===== config.mk =====
export PLATFORM = sky130hd
export DESIGN_NAME = terminal_escape_parser_unit_flat
export DESIGN_NICKNAME = d
export VERILOG_FILES = /design/src/design/tep_pkg.sv /design/src/design/tep_byte_if.sv /design/src/design/tep_event_if.sv /design/src/design/tep_step.sv /design/src/design/terminal_escape_parser_unit.sv /design/src/flat_wrapper.sv
export SDC_FILE = /design/constraint.sdc
export NUM_CORES = 1
export LEC_CHECK = 0
export BUFFER_PORTS_ARGS = -buffer_cell sky130_fd_sc_hd__buf_2
export CORE_UTILIZATION = 40
export DETAILED_ROUTE_END_ITERATION = 10
export MAX_ROUTING_LAYER = met4
export PLACE_DENSITY = 0.53
export REMOVE_ABC_BUFFERS = 1
export SLEW_MARGIN = 30
export SYNTH_ARGS = -nofsm -noshare
export SYNTH_HDL_FRONTEND = slang
export SYNTH_SLANG_ARGS = --single-unit

===== constraint.sdc =====
create_clock -name clk -period 8.5 [get_ports clk]
set_input_delay 1.7 -clock clk [delete_from_list [all_inputs] [get_ports clk]]
set_output_delay 1.7 -clock clk [all_outputs]
set_load 0.005 [all_outputs]

===== src/design/tep_pkg.sv =====
// ----------------------------------------------------------------------------
// tep_pkg
// Shared types and constants of the terminal escape parser: parser states,
// event kinds, the parser context and the event record.
// ----------------------------------------------------------------------------
package tep_pkg;

    localparam int TEP_MAX_PARAMS   = 16;
    localparam int TEP_OSC_CAPACITY = 256;
    // most events one byte may cause
    localparam int MAX_RESULTS      = 16;

    localparam logic [29:0] PARAM_LIMIT    = 30'd100000000;
    localparam logic [20:0] CP_REPLACEMENT = 21'h00FFFD;

    localparam logic [7:0] BYTE_BEL    = 8'h07;
    localparam logic [7:0] BYTE_ESC    = 8'h1B;
    localparam logic [7:0] BYTE_BSLASH = 8'h5C;
    localparam logic [7:0] BYTE_DEL    = 8'h7F;

    localparam logic [2:0] KIND_PRINT     = 3'd0;
    localparam logic [2:0] KIND_CONTROL   = 3'd1;
    localparam logic [2:0] KIND_ESC_FINAL = 3'd2;
    localparam logic [2:0] KIND_CSI_PARAM = 3'd3;
    localparam logic [2:0] KIND_OSC_END   = 3'd4;

    typedef enum logic [3:0] {
        PS_GROUND,
        PS_ESC,
        PS_CSI_ENTRY,
        PS_CSI_PARAM,
        PS_CSI_MID,
        PS_CSI_IGNORE,
        PS_OSC,
        PS_OSC_ESC,
        PS_STR_IGNORE,
        PS_STR_ESC
    } parse_state_t;

    typedef struct packed {
        parse_state_t state;
        logic [1:0]   utf_need;
        logic [1:0]   utf_seen;
        logic [20:0]  utf_acc;
        logic [7:0]   prefix;
        logic [7:0]   middle;
        logic [29:0]  cur_param;
    } psr_ctx_t;

    localparam psr_ctx_t CTX_RESET = '{
        state:     PS_GROUND,
        utf_need:  2'd0,
        utf_seen:  2'd0,
        utf_acc:   21'd0,
        prefix:    8'd0,
        middle:    8'd0,
        cur_param: 30'd0
    };

    typedef struct packed {
        logic [2:0]  kind;
        logic [20:0] code;
        logic [7:0]  private_marker;
        logic [7:0]  intermediate_byte;
        logic [3:0]  param_index;
        logic [29:0] param_value;
        logic [4:0]  param_count;
        logic [7:0]  string_length;
    } tep_event_t;

    typedef struct packed {
        logic [1:0] n_events;
        logic       dispatch;
        logic       mem_we;
        tep_event_t ev0;
        tep_event_t ev1;
    } step_out_t;

endpackage


===== src/design/tep_byte_if.sv =====
// ----------------------------------------------------------------------------
// tep_byte_if
// Byte stream channel into the parser: valid, ready and one byte.
// ----------------------------------------------------------------------------
interface tep_byte_if;
    logic       valid;
    logic       ready;
    logic [7:0] byte_req;

    modport source (output valid, output byte_req, input ready);
    modport sink   (input valid, input byte_req, output ready);
endinterface


===== src/design/tep_event_if.sv =====
// ----------------------------------------------------------------------------
// tep_event_if
// Event channel out of the parser: valid, ready and one event record.
// ----------------------------------------------------------------------------
interface tep_event_if;
    logic        valid;
    logic        ready;
    logic [2:0]  kind;
    logic [20:0] code;
    logic [7:0]  private_marker;
    logic [7:0]  intermediate_byte;
    logic [3:0]  param_index;
    logic [29:0] param_value;
    logic [4:0]  param_count;
    logic [7:0]  string_length;
    logic        last;

    modport source (
        output valid, output kind, output code, output private_marker,
        output intermediate_byte, output param_index, output param_value,
        output param_count, output string_length, output last,
        input ready
    );
    modport sink (
        input valid, input kind, input code, input private_marker,
        input intermediate_byte, input param_index, input param_value,
        input param_count, input string_length, input last,
        output ready
    );
endinterface


===== src/design/tep_step.sv =====
// ----------------------------------------------------------------------------
// tep_step
// Next-state logic for one stream byte: utf-8 decode, escape and csi/osc
// parsing, up to two simple events and the csi dispatch request.
// ----------------------------------------------------------------------------
module tep_step import tep_pkg::*; #(
    parameter int MAX_PARAMS   = TEP_MAX_PARAMS,
    parameter int OSC_CAPACITY = TEP_OSC_CAPACITY
) (
    input  logic [7:0]                        byte_req,
    input  psr_ctx_t                          ctx,
    input  logic [$clog2(MAX_PARAMS+1)-1:0]   total,
    input  logic [$clog2(OSC_CAPACITY)-1:0]   osc_len,
    output psr_ctx_t                          ctx_next,
    output logic [$clog2(MAX_PARAMS+1)-1:0]   total_next,
    output logic [$clog2(OSC_CAPACITY)-1:0]   osc_len_next,
    output logic [((MAX_PARAMS > 1) ? $clog2(MAX_PARAMS) : 1)-1:0] mem_waddr,
    output step_out_t                         res
);

    localparam int TOT_W = $clog2(MAX_PARAMS + 1);
    localparam int IDX_W = (MAX_PARAMS > 1) ? $clog2(MAX_PARAMS) : 1;
    localparam int OSC_W = $clog2(OSC_CAPACITY);

    typedef struct packed {
        logic        emit;
        logic [20:0] code;
        logic        start;
        logic [1:0]  need;
        logic [20:0] acc;
    } fresh_t;

    // decode of a byte in ground with no utf-8 sequence pending
    function automatic fresh_t ground_fresh(input logic [7:0] b);
        fresh_t f;
        f = '0;
        if (b[7] == 1'b0) begin
            f.emit = (b != BYTE_DEL);
            f.code = {13'd0, b};
        end else if (b[7:5] == 3'b110) begin
            f.start = 1'b1;
            f.need  = 2'd1;
            f.acc   = {16'd0, b[4:0]};
        end else if (b[7:4] == 4'b1110) begin
            f.start = 1'b1;
            f.need  = 2'd2;
            f.acc   = {17'd0, b[3:0]};
        end else if (b[7:3] == 5'b11110) begin
            f.start = 1'b1;
            f.need  = 2'd3;
            f.acc   = {18'd0, b[2:0]};
        end else begin
            f.emit = 1'b1;
            f.code = CP_REPLACEMENT;
        end
        return f;
    endfunction

    function automatic tep_event_t simple_event(input logic [2:0] k, input logic [20:0] c);
        tep_event_t ev;
        ev      = '0;
        ev.kind = k;
        ev.code = c;
        return ev;
    endfunction

    fresh_t      fr;
    logic        is_c0;
    logic        is_final;
    logic [20:0] acc_shift;
    logic [1:0]  seen_inc;
    logic [TOT_W-1:0] t1;

    assign fr        = ground_fresh(byte_req);
    assign is_c0     = (byte_req < 8'h20) && (ctx.state != PS_OSC)
                       && (ctx.state != PS_STR_IGNORE);
    assign is_final  = (byte_req >= 8'h40) && (byte_req <= 8'h7E);
    assign acc_shift = {ctx.utf_acc[14:0], byte_req[5:0]};
    assign seen_inc  = ctx.utf_seen + 2'd1;
    assign t1        = (total == '0) ? TOT_W'(1) : total;

    always_comb begin
        ctx_next     = ctx;
        total_next   = total;
        osc_len_next = osc_len;
        mem_waddr    = '0;
        res          = '0;

        if (is_c0) begin
            if (byte_req == BYTE_ESC) begin
                ctx_next.state     = PS_ESC;
                ctx_next.prefix    = 8'd0;
                ctx_next.middle    = 8'd0;
                ctx_next.cur_param = 30'd0;
                ctx_next.utf_need  = 2'd0;
                total_next         = '0;
            end else begin
                res.n_events = 2'd1;
                res.ev0      = simple_event(KIND_CONTROL, {13'd0, byte_req});
            end
        end else begin
            unique case (ctx.state)
                PS_GROUND: begin
                    if (ctx.utf_need != 2'd0) begin
                        if (byte_req[7:6] != 2'b10) begin
                            // broken sequence: replacement, then the byte as a new lead
                            res.ev0           = simple_event(KIND_PRINT, CP_REPLACEMENT);
                            res.ev1           = simple_event(KIND_PRINT, fr.code);
                            res.n_events      = fr.emit ? 2'd2 : 2'd1;
                            ctx_next.utf_need = fr.start ? fr.need : 2'd0;
                            if (fr.start) begin
                                ctx_next.utf_seen = 2'd0;
                                ctx_next.utf_acc  = fr.acc;
                            end
                        end else begin
                            ctx_next.utf_acc  = acc_shift;
                            ctx_next.utf_seen = seen_inc;
                            if (seen_inc == ctx.utf_need) begin
                                ctx_next.utf_need = 2'd0;
                                res.n_events      = 2'd1;
                                res.ev0           = simple_event(KIND_PRINT, acc_shift);
                            end
                        end
                    end else begin
                        res.ev0      = simple_event(KIND_PRINT, fr.code);
                        res.n_events = fr.emit ? 2'd1 : 2'd0;
                        if (fr.start) begin
                            ctx_next.utf_need = fr.need;
                            ctx_next.utf_seen = 2'd0;
                            ctx_next.utf_acc  = fr.acc;
                        end
                    end
                end
                PS_ESC: begin
                    if (byte_req == 8'h5B) begin
                        ctx_next.state     = PS_CSI_ENTRY;
                        ctx_next.prefix    = 8'd0;
                        ctx_next.middle    = 8'd0;
                        ctx_next.cur_param = 30'd0;
                        total_next         = '0;
                    end else if (byte_req == 8'h5D) begin
                        osc_len_next   = '0;
                        ctx_next.state = PS_OSC;
                    end else if ((byte_req == 8'h50) || (byte_req == 8'h58)
                                 || (byte_req == 8'h5E) || (byte_req == 8'h5F)) begin
                        ctx_next.state = PS_STR_IGNORE;
                    end else if ((byte_req >= 8'h28) && (byte_req <= 8'h2B)) begin
                        // charset designator: swallow the next byte
                        ctx_next.middle = byte_req;
                    end else if (ctx.middle != 8'd0) begin
                        ctx_next.middle = 8'd0;
                        ctx_next.state  = PS_GROUND;
                    end else begin
                        res.n_events   = 2'd1;
                        res.ev0        = simple_event(KIND_ESC_FINAL, {13'd0, byte_req});
                        ctx_next.state = PS_GROUND;
                    end
                end
                PS_CSI_ENTRY, PS_CSI_PARAM: begin
                    if ((byte_req >= 8'h30) && (byte_req <= 8'h39)) begin
                        total_next     = t1;
                        ctx_next.state = PS_CSI_PARAM;
                        if (ctx.cur_param < PARAM_LIMIT) begin
                            ctx_next.cur_param = {ctx.cur_param[26:0], 3'b000}
                                               + {ctx.cur_param[28:0], 1'b0}
                                               + {26'd0, byte_req[3:0]};
                        end
                    end else if ((byte_req == 8'h3B) || (byte_req == 8'h3A)) begin
                        ctx_next.state = PS_CSI_PARAM;
                        if (t1 < TOT_W'(MAX_PARAMS)) begin
                            // current parameter is done: park it in the store
                            res.mem_we         = 1'b1;
                            mem_waddr          = IDX_W'(t1 - TOT_W'(1));
                            ctx_next.cur_param = 30'd0;
                            total_next         = t1 + TOT_W'(1);
                        end else begin
                            total_next = t1;
                        end
                    end else if ((byte_req >= 8'h3C) && (byte_req <= 8'h3F)) begin
                        ctx_next.prefix = byte_req;
                        ctx_next.state  = PS_CSI_PARAM;
                    end else if ((byte_req >= 8'h20) && (byte_req <= 8'h2F)) begin
                        ctx_next.middle = byte_req;
                        ctx_next.state  = PS_CSI_MID;
                    end else if (is_final) begin
                        res.dispatch   = 1'b1;
                        ctx_next.state = PS_GROUND;
                    end else begin
                        ctx_next.state = PS_CSI_IGNORE;
                    end
                end
                PS_CSI_MID: begin
                    if (is_final) begin
                        res.dispatch   = 1'b1;
                        ctx_next.state = PS_GROUND;
                    end else if (byte_req > 8'h2F) begin
                        ctx_next.state = PS_CSI_IGNORE;
                    end
                end
                PS_CSI_IGNORE: begin
                    if (is_final) begin
                        ctx_next.state = PS_GROUND;
                    end
                end
                PS_OSC: begin
                    if (byte_req == BYTE_BEL) begin
                        res.n_events             = 2'd1;
                        res.ev0                  = simple_event(KIND_OSC_END, {13'd0, BYTE_BEL});
                        res.ev0.string_length    = 8'(osc_len);
                        ctx_next.state           = PS_GROUND;
                    end else if (byte_req == BYTE_ESC) begin
                        ctx_next.state = PS_OSC_ESC;
                    end else if (osc_len < OSC_W'(OSC_CAPACITY - 1)) begin
                        osc_len_next = osc_len + OSC_W'(1);
                    end
                end
                PS_OSC_ESC: begin
                    res.ev0               = simple_event(KIND_OSC_END, {13'd0, BYTE_ESC});
                    res.ev0.string_length = 8'(osc_len);
                    res.ev1               = simple_event(KIND_PRINT, fr.code);
                    res.n_events          = 2'd1;
                    ctx_next.state        = PS_GROUND;
                    if (byte_req != BYTE_BSLASH) begin
                        if (fr.emit) begin
                            res.n_events = 2'd2;
                        end
                        if (fr.start) begin
                            ctx_next.utf_need = fr.need;
                            ctx_next.utf_seen = 2'd0;
                            ctx_next.utf_acc  = fr.acc;
                        end
                    end
                end
                PS_STR_IGNORE: begin
                    if (byte_req == BYTE_ESC) begin
                        ctx_next.state = PS_STR_ESC;
                    end
                end
                PS_STR_ESC: begin
                    ctx_next.state = PS_GROUND;
                    res.ev0        = simple_event(KIND_PRINT, fr.code);
                    if (byte_req != BYTE_BSLASH) begin
                        res.n_events = fr.emit ? 2'd1 : 2'd0;
                        if (fr.start) begin
                            ctx_next.utf_need = fr.need;
                            ctx_next.utf_seen = 2'd0;
                            ctx_next.utf_acc  = fr.acc;
                        end
                    end
                end
                default: begin
                    ctx_next.state = PS_GROUND;
                end
            endcase
        end
    end

endmodule


===== src/design/terminal_escape_parser_unit.sv =====
// ----------------------------------------------------------------------------
// terminal_escape_parser_unit
// Terminal output byte parser: utf-8 decode, c0 controls, escape finals,
// osc string ends and csi parameter events.
//
//   channel  dir  handshake      payload
//   stream   in   valid/ready    byte_req
//   events   out  valid/ready    kind, code, private_marker, intermediate_byte,
//                                param_index, param_value, param_count,
//                                string_length, last
//
// one byte per cycle while the output is free, when the byte gives at most one event
// a byte that gives two events (osc end or replacement plus a decoded byte)
//   holds stream ready low until its second event enters the output register
// a csi final holds stream ready low while its events go out; the parameter store
//   gives one entry per cycle while the output is free, via its registered read port
// events leave through an output register, so the next byte can be taken in the
//   same cycle as the last event leaves; no clearing pass after reset
// ----------------------------------------------------------------------------
module terminal_escape_parser_unit import tep_pkg::*; #(
    parameter int MAX_PARAMS   = TEP_MAX_PARAMS,
    parameter int OSC_CAPACITY = TEP_OSC_CAPACITY
) (
    input  logic        clk,
    input  logic        rst_n,
    tep_byte_if.sink    stream,
    tep_event_if.source events
);

    localparam int TOT_W     = $clog2(MAX_PARAMS + 1);
    localparam int IDX_W     = (MAX_PARAMS > 1) ? $clog2(MAX_PARAMS) : 1;
    localparam int OSC_W     = $clog2(OSC_CAPACITY);
    localparam int MEM_DEPTH = 1 << IDX_W;
    localparam int RES_CAP   = (MAX_PARAMS < MAX_RESULTS) ? MAX_PARAMS : MAX_RESULTS;

    typedef enum logic [1:0] {
        CTL_RUN,
        CTL_SECOND,
        CTL_DISPATCH
    } ctl_state_t;

    ctl_state_t       ctl_reg, ctl_next;
    psr_ctx_t         ctx_reg, ctx_next, step_ctx;
    logic [TOT_W-1:0] total_reg, total_next, step_total;
    logic [OSC_W-1:0] osc_len_reg, osc_len_next, step_osc;
    logic [IDX_W-1:0] emit_idx_reg, emit_idx_next, step_waddr;
    logic             out_valid_reg, out_valid_next;
    tep_event_t       out_ev_reg, sec_ev_reg, load_ev;
    logic             out_last_reg, load_last, load_out, load_sec;
    logic [7:0]       final_reg;
    logic [29:0]      mem_q_reg;
    logic [29:0]      param_mem [MEM_DEPTH];
    step_out_t        step;

    logic             accept;
    logic             slot_free;
    logic [TOT_W-1:0] emit_last_idx;
    logic             emit_is_last;
    logic             emit_is_cur;
    tep_event_t       csi_ev;

    tep_step #(
        .MAX_PARAMS   (MAX_PARAMS),
        .OSC_CAPACITY (OSC_CAPACITY)
    ) u_step (
        .byte_req     (stream.byte_req),
        .ctx          (ctx_reg),
        .total        (total_reg),
        .osc_len      (osc_len_reg),
        .ctx_next     (step_ctx),
        .total_next   (step_total),
        .osc_len_next (step_osc),
        .mem_waddr    (step_waddr),
        .res          (step)
    );

    assign slot_free    = !out_valid_reg || events.ready;
    assign stream.ready = (ctl_reg == CTL_RUN) && slot_free;
    assign accept       = stream.valid && stream.ready;

    // last event index of a csi dispatch; no parameters still gives one event
    assign emit_last_idx = (total_reg == '0) ? '0
                         : ((total_reg > TOT_W'(RES_CAP)) ? TOT_W'(RES_CAP) : total_reg)
                           - TOT_W'(1);
    assign emit_is_last  = (TOT_W'(emit_idx_reg) == emit_last_idx);
    // the open parameter lives in the context, earlier ones in the store
    assign emit_is_cur   = (total_reg == '0)
                         || (TOT_W'(emit_idx_reg) == total_reg - TOT_W'(1));

    always_comb begin
        csi_ev                   = '0;
        csi_ev.kind              = KIND_CSI_PARAM;
        csi_ev.code              = {13'd0, final_reg};
        csi_ev.private_marker    = ctx_reg.prefix;
        csi_ev.intermediate_byte = ctx_reg.middle;
        csi_ev.param_index       = 4'(emit_idx_reg);
        csi_ev.param_value       = emit_is_cur ? ctx_reg.cur_param : mem_q_reg;
        csi_ev.param_count       = 5'(total_reg);
    end

    always_comb begin
        ctl_next       = ctl_reg;
        ctx_next       = ctx_reg;
        total_next     = total_reg;
        osc_len_next   = osc_len_reg;
        emit_idx_next  = emit_idx_reg;
        out_valid_next = out_valid_reg && !events.ready;
        load_out       = 1'b0;
        load_sec       = 1'b0;
        load_ev        = step.ev0;
        load_last      = 1'b0;

        unique case (ctl_reg)
            CTL_RUN: begin
                if (accept) begin
                    ctx_next     = step_ctx;
                    total_next   = step_total;
                    osc_len_next = step_osc;
                    if (step.dispatch) begin
                        ctl_next      = CTL_DISPATCH;
                        emit_idx_next = '0;
                    end else if (step.n_events != 2'd0) begin
                        load_out  = 1'b1;
                        load_last = (step.n_events == 2'd1);
                        if (step.n_events == 2'd2) begin
                            load_sec = 1'b1;
                            ctl_next = CTL_SECOND;
                        end
                    end
                end
            end
            CTL_SECOND: begin
                if (slot_free) begin
                    load_out  = 1'b1;
                    load_ev   = sec_ev_reg;
                    load_last = 1'b1;
                    ctl_next  = CTL_RUN;
                end
            end
            CTL_DISPATCH: begin
                if (slot_free) begin
                    load_out  = 1'b1;
                    load_ev   = csi_ev;
                    load_last = emit_is_last;
                    if (emit_is_last) begin
                        ctl_next = CTL_RUN;
                    end else begin
                        emit_idx_next = emit_idx_reg + IDX_W'(1);
                    end
                end
            end
            default: begin
                ctl_next = CTL_RUN;
            end
        endcase

        if (load_out) begin
            out_valid_next = 1'b1;
        end
    end

    always_ff @(posedge clk or negedge rst_n) begin
        if (!rst_n) begin
            ctl_reg       <= CTL_RUN;
            ctx_reg       <= CTX_RESET;
            total_reg     <= '0;
            osc_len_reg   <= '0;
            emit_idx_reg  <= '0;
            out_valid_reg <= 1'b0;
        end else begin
            ctl_reg       <= ctl_next;
            ctx_reg       <= ctx_next;
            total_reg     <= total_next;
            osc_len_reg   <= osc_len_next;
            emit_idx_reg  <= emit_idx_next;
            out_valid_reg <= out_valid_next;
        end
    end

    // store writes only happen on separators, outside dispatch; the read port samples
    // every cycle, but its data is only used during dispatch, when no write can occur
    always_ff @(posedge clk) begin
        if (load_out) begin
            out_ev_reg   <= load_ev;
            out_last_reg <= load_last;
        end
        if (load_sec) begin
            sec_ev_reg <= step.ev1;
        end
        if (accept && step.dispatch) begin
            final_reg <= stream.byte_req;
        end
        if (accept && step.mem_we) begin
            param_mem[step_waddr] <= ctx_reg.cur_param;
        end
        mem_q_reg <= param_mem[emit_idx_next];
    end

    assign events.valid             = out_valid_reg;
    assign events.kind              = out_ev_reg.kind;
    assign events.code              = out_ev_reg.code;
    assign events.private_marker    = out_ev_reg.private_marker;
    assign events.intermediate_byte = out_ev_reg.intermediate_byte;
    assign events.param_index       = out_ev_reg.param_index;
    assign events.param_value       = out_ev_reg.param_value;
    assign events.param_count       = out_ev_reg.param_count;
    assign events.string_length     = out_ev_reg.string_length;
    assign events.last              = out_last_reg;

`ifndef SYNTHESIS
    // a csi final always starts a dispatch in the next cycle
    a_dispatch_start: assert property (@(posedge clk) disable iff (!rst_n)
        (accept && step.dispatch) |=> (ctl_reg == CTL_DISPATCH))
        else $error("csi final did not start a dispatch");

    // the dispatch index never runs past the last event of the sequence
    a_emit_bound: assert property (@(posedge clk) disable iff (!rst_n)
        (ctl_reg == CTL_DISPATCH) |-> (TOT_W'(emit_idx_reg) <= emit_last_idx))
        else $error("dispatch index past the parameter count");

    // while the second event waits, the first one sits in the output register
    a_second_behind_first: assert property (@(posedge clk) disable iff (!rst_n)
        (ctl_reg == CTL_SECOND) |-> out_valid_reg)
        else $error("second event pending without a first one");
`endif

endmodule

===== src/flat_wrapper.sv =====
// flat-port wrapper written by rule: the top's interface ports become plain ports
module terminal_escape_parser_unit_flat import tep_pkg::*;
#(
    parameter int MAX_PARAMS   = TEP_MAX_PARAMS,
    parameter int OSC_CAPACITY = TEP_OSC_CAPACITY
)
  (clk, rst_n, stream_valid, stream_byte_req, stream_ready, events_valid, events_kind, events_code, events_private_marker, events_intermediate_byte, events_param_index, events_param_value, events_param_count, events_string_length, events_last, events_ready);
  tep_byte_if stream_i ();
  tep_event_if events_i ();
  input  logic clk;
  input  logic rst_n;
  input wire logic [$bits(stream_i.valid)-1:0] stream_valid;
  input wire logic [$bits(stream_i.byte_req)-1:0] stream_byte_req;
  output wire logic [$bits(stream_i.ready)-1:0] stream_ready;
  output wire logic [$bits(events_i.valid)-1:0] events_valid;
  output wire logic [$bits(events_i.kind)-1:0] events_kind;
  output wire logic [$bits(events_i.code)-1:0] events_code;
  output wire logic [$bits(events_i.private_marker)-1:0] events_private_marker;
  output wire logic [$bits(events_i.intermediate_byte)-1:0] events_intermediate_byte;
  output wire logic [$bits(events_i.param_index)-1:0] events_param_index;
  output wire logic [$bits(events_i.param_value)-1:0] events_param_value;
  output wire logic [$bits(events_i.param_count)-1:0] events_param_count;
  output wire logic [$bits(events_i.string_length)-1:0] events_string_length;
  output wire logic [$bits(events_i.last)-1:0] events_last;
  input wire logic [$bits(events_i.ready)-1:0] events_ready;
  assign stream_i.valid = stream_valid;
  assign stream_i.byte_req = stream_byte_req;
  assign stream_ready = stream_i.ready;
  assign events_valid = events_i.valid;
  assign events_kind = events_i.kind;
  assign events_code = events_i.code;
  assign events_private_marker = events_i.private_marker;
  assign events_intermediate_byte = events_i.intermediate_byte;
  assign events_param_index = events_i.param_index;
  assign events_param_value = events_i.param_value;
  assign events_param_count = events_i.param_count;
  assign events_string_length = events_i.string_length;
  assign events_last = events_i.last;
  assign events_i.ready = events_ready;
  terminal_escape_parser_unit #(.MAX_PARAMS(MAX_PARAMS), .OSC_CAPACITY(OSC_CAPACITY)) u_core (.clk(clk), .rst_n(rst_n), .stream(stream_i), .events(events_i));
endmodule

==> results of run 1 <==
-- through the flow --
stage                     TNS (ns)  cells   util  cell area [um2]  power, mW
after floorplan             -45.75   2258      -            30100       6.56
after global placement           0   3427  0.426            32400       7.64
after detailed placement         0   3427  0.426            32400       7.68
after CTS                        0   3573  0.458            34900       11.0
after global routing             0   3573  0.459            34900       11.4
final                            0   3573  0.459            34900       10.9
-- path summary, 6_finish.rpt --
kind / from / to / slack, ns
setup reg to reg: u_core.total_reg[0] / u_core.mem_q_reg[15] / 2.41
max in group asynchronous: rst_n / u_core.ctx_reg[19] / 6.24
setup / recovery: events_ready / u_core.mem_q_reg[15] / 2.33
hold reg to reg: u_core.csi_ev[56] / u_core.csi_ev[56] / 0.47
hold / removal: u_core.csi_ev[56] / u_core.csi_ev[56] / 0.47
min in group asynchronous: rst_n / u_core.osc_len_reg[0] / 1.05
-- cells in the final DEF (no fill, tap or decap), types with 32 or more instances in the layout --
cell type,synthesis,final
a211oi_1,118,118
a21oi_1,69,69
a311oi_1,121,121
and2_1,39,38
and3_1,131,131
buf_2,32,100
buf_4,2,37
clkbuf_16,0,78
dfrtp_1,89,89
edfxtp_1,584,584
ha_1,65,65
inv_1,32,32
mux2i_1,33,33
nand2_1,339,338
nor2_1,143,126
o21ai_0,75,75
or4_1,32,32
-- worst min-delay path, delay by kind of cell, from the launching register on --
family          cells  cell delay (ns)
compound gates      1             0.06
simple gates        1             0.05
flops               1             0.34
-- cell type report --
cell class / count / share of cell area
Clock buffer: 102 / 0.0602
Clock inverter: 44 / 0.0112
Inverter: 34 / 0.00380
Multi-Input combinational cell: 1521 / 0.281
Sequential cell: 703 / 0.584
Tap cell: 1030 / 0.0369
Timing Repair Buffer: 139 / 0.0235
-- power by group through the flow --
| stage | clock network, mW | logic (mW) | registers, mW |
|---|---|---|---|
| 2_1_floorplan | 0 | 2.12 | 4.44 |
| 3_3_place_gp | 0 | 3.23 | 4.41 |
| 3_5_place_dp | 0 | 3.26 | 4.42 |
| 4_1_cts | 3.35 | 3.28 | 4.35 |
| 5_1_grt | 3.47 | 3.58 | 4.38 |
| 6_report | 3.28 | 3.24 | 4.34 |
-- layer usage --
metal	share of wire	track usage	vias to the layer above
met4	0.022	0.0593	0
met3	0.051	0.0322	140
met1	0.47	0.311	10400
met5	0	-	-
li1	-	-	9407
met2	0.46	0.340	547
-- cells by family (layout without fill, tap and decap cells) --
kind of cell    after synthesis  in the layout  synth area share
mux                          38             38            0.0125
flops                       703            703             0.661
buf+inv                     197            319            0.0271
xor+xnor                     36             36            0.0102
fa+ha+maj                    69             69            0.0283
simple gates                836            836             0.131
compound gates              542            542             0.130
==> results.py, run 1 <==
metrics = {
    "synth": {
        "yosysTopAreaCell": "edfxtp_1",
        "ys_seq_area_frac": 0.661,
        "synth_edf_count": 584,
        "ys_ff_latch": 703,
        "yosys-top-cells-count": "584 x edfxtp_1, 339 x nand2_1, 143 x nor2_1, 131 x and3_1, 121 x a311oi_1",
        "synth_most_common_cell": "edfxtp_1",
        "syn_area_per_cell_um2": 12.7,
        "yosysWarnings": 0,
        "netlist_instances": 2421,
        "ys.flop_type": "edfxtp_1",
        "synthArstFlopShare": 0.127,
        "synth_top_area_share": 0.569,
        "synthTopCellsByArea": "edfxtp_1 57%, dfrtp_1 7.2%, nand2_1 4.1%, a311oi_1 3.4%, a211oi_1 2.9%",
        "synth.distinct_cells": 75,
        "syn_area_mm2": 0.0308,
    },
    "final_layout": {
        "finalNetCount": 2556,
        "seq_area_mm2": 0.0204,
        "drive_above_1_share": 0.125,
        "largest_reg_flops": 480,
        "antenna_cells": 0,
        "multi_input_area_mm2": 0.00979,
        "synthToLayoutAreaGrowth_pct": 13.2,
        "fillCellCount": 6881,
    },
    "die": {
        "ios": 102,
        "die_w_um": 280,
        "row_count": 101,
        "die_h_um": 280,
        "dieArea_mm2": 0.0781,
        "start_util": 0.405,
        "core_area_mm2": 0.0761,
    },
    "pwr": {
        "p_per_area_mw_per_mm2": 311,
        "p_comb_frac": 0.298,
        "swShare": 0.345,
        "pwr-share-seq": 0.400,
        "internal_power_mw": 7.11,
        "switching_power_mw": 3.75,
        "p_leak_nw": 13.0,
        "clkPwrFrac": 0.302,
        "irDropWorstVdd_mv": 0.196,
    },
    "clock_network": {
        "cts_tree": "done",
        "cts_buffers": 78,
        "cts_buffer_depth": 3,
        "clk_pin_slew_ns": 0.06,
        "hold_buffers": 0,
        "postCtsSetupBuffers": 0,
        "ctsResizeCount": 0,
        "htree_levels": 3,
        "cts_sinks": 703,
        "clk_latency_ns": 0.64,
        "root_buffer": "clkbuf_16",
    },
    "detailed_routing": {
        "vias_per_cell": 5.73,
        "ant_nets": 0,
        "post_drt_wl_per_cell_um": 23.7,
        "wl_um": 84600,
        "num_vias": 20500,
        "drc": 0,
        "drt_first_pass_iters": 6,
        "drtIter0Drc": 1649,
    },
    "global_routing": {
        "grt_pass1_vias": 20000,
        "grt_max_degree": 131,
        "gr-total-overflow": 0,
        "grt_antenna_before_repair": 1,
        "grt_usage": 0.223,
        "grt_pass1_wl_um": 127000,
    },
    "worst_setup_path": {
        "worstPathCellList": "buf_2 > nand2b_1 > nand3_1 > o41a_1 > nand2_1 > o41a_4 > and2_4 > inv_6 > buf_12 > a211oi_1 > a311oi_1 > or4_1",
        "crit_buf_inv": 3,
        "arrival_ns": 6.69,
        "crit_type": "in -> reg",
        "crit_cells": 12,
        "start_kind": "input port",
        "critPathTopFamily": "simple AND/OR/NAND/NOR gates",
        "cpMaxStageDelayCell": "and2_4",
        "worst-path-max-fanout": 120,
        "r2r_cells": 17,
        "endpoint_kind": "register",
        "max_stage_delay_ns": 0.71,
        "crit_required_ns": 9.01,
    },
    "timing": {
        "fin_skew_ns": 0.0160,
        "max_freq_ghz": 0.162,
        "hold-worst-slack_ns": 0.473,
        "rsz0062_at_grt": "no",
        "drv_slew": 0,
        "tightest_slew_ns": 0.984,
        "final-setup-viol-count": 0,
        "hold_viol": 0,
        "fin_ws_ns": 2.33,
        "period_needed_ns": 6.17,
        "slew-limit-headroom": 0.344,
        "period_share": 0.726,
    },
    "job": {
        "maxCapViolations": 0,
    },
    "status": {
        "status": "finished, final reports clean",
    },
    "place": {
        "port_buffers": 101,
        "place_ws_ns": 1.77,
        "hpwl_um": 45700,
        "gp_congestion": 0.844,
    },
    "hold_path": {
        "min_delay_path_depth": 2,
        "hold_class": "reg -> reg",
    },
}
(Power assumes the default switching activity.)
==> run 2, diff against run 1 <==
PLACE_DENSITY = 0.55   (was 0.53)
clock period = 5.2 ns   (was 8.5 ns; I/O delays follow)
==> results.py, run 2 (synthesis gave the netlist of run 1 again) <==
metrics = {
    "die": {
        "die_w_um": 280,
        "ios": 102,
        "die_h_um": 280,
        "row_count": 101,
        "core_area_mm2": 0.0761,
        "dieArea_mm2": 0.0781,
        "start_util": 0.405,
    },
    "timing": {
        "setup_tns_ns": 0,
        "fin_skew_ns": 0.0321,
        "tightest_slew_ns": 1.02,
        "rsz0062_at_grt": "no",
        "slew-limit-headroom": 0.317,
        "final-setup-viol-count": 0,
        "period_needed_ns": 4.88,
        "period_share": 0.939,
        "hold_viol": 0,
        "fin_ws_ns": 0.318,
        "max_freq_ghz": 0.205,
        "drv_slew": 0,
    },
    "global_routing": {
        "grt_usage": 0.224,
        "use_met3": 0.0318,
        "met2_usage": 0.345,
        "met1_usage": 0.305,
        "gr-total-overflow": 0,
        "grt_antenna_before_repair": 1,
        "grt-busiest-layer": "met2",
        "grt_pass1_wl_um": 128000,
        "grt_max_degree": 65,
        "grt_pass1_vias": 20300,
    },
    "final_layout": {
        "drive_above_1_share": 0.141,
        "fin_area_mm2": 0.0357,
        "fin_cells": 3625,
        "final_cell_mix": "584 x edfxtp_1, 339 x nand2_1, 131 x and3_1, 126 x nor2_1, 121 x a311oi_1",
        "largest_reg_flops": 480,
        "finalNetCount": 2609,
        "synthToLayoutAreaGrowth_pct": 15.9,
        "fillCellCount": 6879,
        "layout_commonest_cell": "edfxtp_1",
    },
    "detailed_routing": {
        "vias_per_cell": 5.80,
        "drt_first_pass_iters": 6,
        "ant_nets": 0,
        "drtIter0Drc": 1873,
        "drc": 0,
        "num_vias": 21000,
        "post_drt_wl_per_cell_um": 23.8,
        "wl_um": 86400,
    },
    "place": {
        "dpl.cell_count": 3475,
        "port_buffers": 101,
        "hpwl_um": 48000,
        "gp_congestion": 0.868,
        "place_area_mm2": 0.0331,
        "place_ws_ns": 0.314,
    },
    "pwr": {
        "irDropWorstVdd_mv": 0.401,
        "p_per_area_mw_per_mm2": 516,
        "finalPower_mw": 18.4,
        "p_leak_nw": 13.5,
    },
    "worst_setup_path": {
        "max_stage_delay_ns": 0.51,
        "cpMaxStageDelayCell": "or4_1",
        "worstPathCellList": "inv_1 > ha_2 > nand2b_1 > nor2_1 > o21ai_0 > ha_1 > nor2b_1 > a221oi_1 > xor2_1 > and4_1 > buf_4 > o211ai_1 > and2_4 > inv_6 > buf_12 > a211oi_1 > a311oi_1 > or4_1",
        "crit_required_ns": 5.68,
        "start_kind": "register",
        "endpoint_kind": "register",
        "worst-path-max-fanout": 50,
        "crit_type": "reg -> reg",
        "arrival_ns": 5.36,
        "r2r_cells": 18,
    },
    "hold_path": {
        "hold_class": "in -> async",
    },
    "job": {
        "maxCapViolations": 0,
    },
    "clock_network": {
        "cts_tree": "done",
        "root_buffer": "clkbuf_16",
        "clk_pin_slew_ns": 0.06,
        "cts_buffers": 77,
        "cts_buffer_depth": 3,
        "cts_sinks": 703,
        "htree_levels": 3,
        "clk_latency_ns": 0.63,
    },
    "status": {
        "status": "finished, final reports clean",
    },
}
-- run 2: changes by cell type in the layout (fill, tap and decap cells not counted), sizes merged --
cell      before  now
buf          139  192
clkinv        36   25
bufinv         3   11
clkinvlp       1    3
clkbuf       102  101
diode          0    1
inv           38   37
o41a           2    3
-- run 2: worst max-delay path: cells and delay by family (launching register included) --
kind,cells,cell delay (ns)
AO/OA/AOI/OAI,5,1.23
flip-flops,1,0.46
adder cells (fa/ha/maj),2,0.54
AND/OR/NAND/NOR,6,1.48
buffers and inverters,4,0.87
XOR/XNOR,1,0.14
-- run 2: timing repair --
action,CTS,global route
setup endpoints to repair,0,22
endpoints found under the hold margin,0,0
hold buffers,0,0
gates resized for setup,0,1
setup buffers,0,5
-- run 2: stage by stage --
step            util  hold slack [ns]
2_1_floorplan      -            0.440
3_3_place_gp   0.435            0.456
3_5_place_dp   0.435            0.464
4_1_cts        0.469            0.431
5_1_grt        0.470            0.471
6_report       0.470            0.432
-- run 2: routing by layer --
layer | share of wire | vias to the layer above | wire (um)
met5 | 0 | - | 0
met4 | 0.029 | 0 | 2520
met3 | 0.060 | 175 | 5170
met2 | 0.46 | 723 | 39700
met1 | 0.45 | 10600 | 39100
li1 | - | 9522 | -
-- run 2: path summary, 6_finish.rpt --
path                                    endpoint                start  slack [ns]
min in group clk               u_core.csi_ev[59]    u_core.csi_ev[59]        0.47
setup / recovery             u_core.mem_q_reg[5]  u_core.total_reg[0]        0.32
setup reg to reg             u_core.mem_q_reg[5]  u_core.total_reg[0]        0.32
max in group asynchronous     u_core.ctx_reg[29]                rst_n        3.65
hold reg to reg                u_core.csi_ev[59]    u_core.csi_ev[59]        0.47
hold / removal             u_core.osc_len_reg[0]                rst_n        0.43
-- run 2: final cells by class --
class                           count  area (um2)  share of cell area
Inverter                           34         133             0.00371
Tap cell                         1030        1290              0.0361
Multi-Input combinational cell   1522        9800               0.274
Timing Repair Buffer              192        1540              0.0432
Sequential cell                   703       20400               0.570
Clock inverter                     42         512              0.0143
Clock buffer                      101        2080              0.0583
Antenna cell                        1        2.50           0.0000701
-- run 2: power by group --
group          leakage [nW]  switching (mW)  total [mW]  internal, mW
combinational          5.15            3.70        5.73          2.03
clock                  1.25            2.24        5.62          3.38
sequential             7.04           0.292        7.08          6.79
total                  13.5            6.23        18.4          12.2
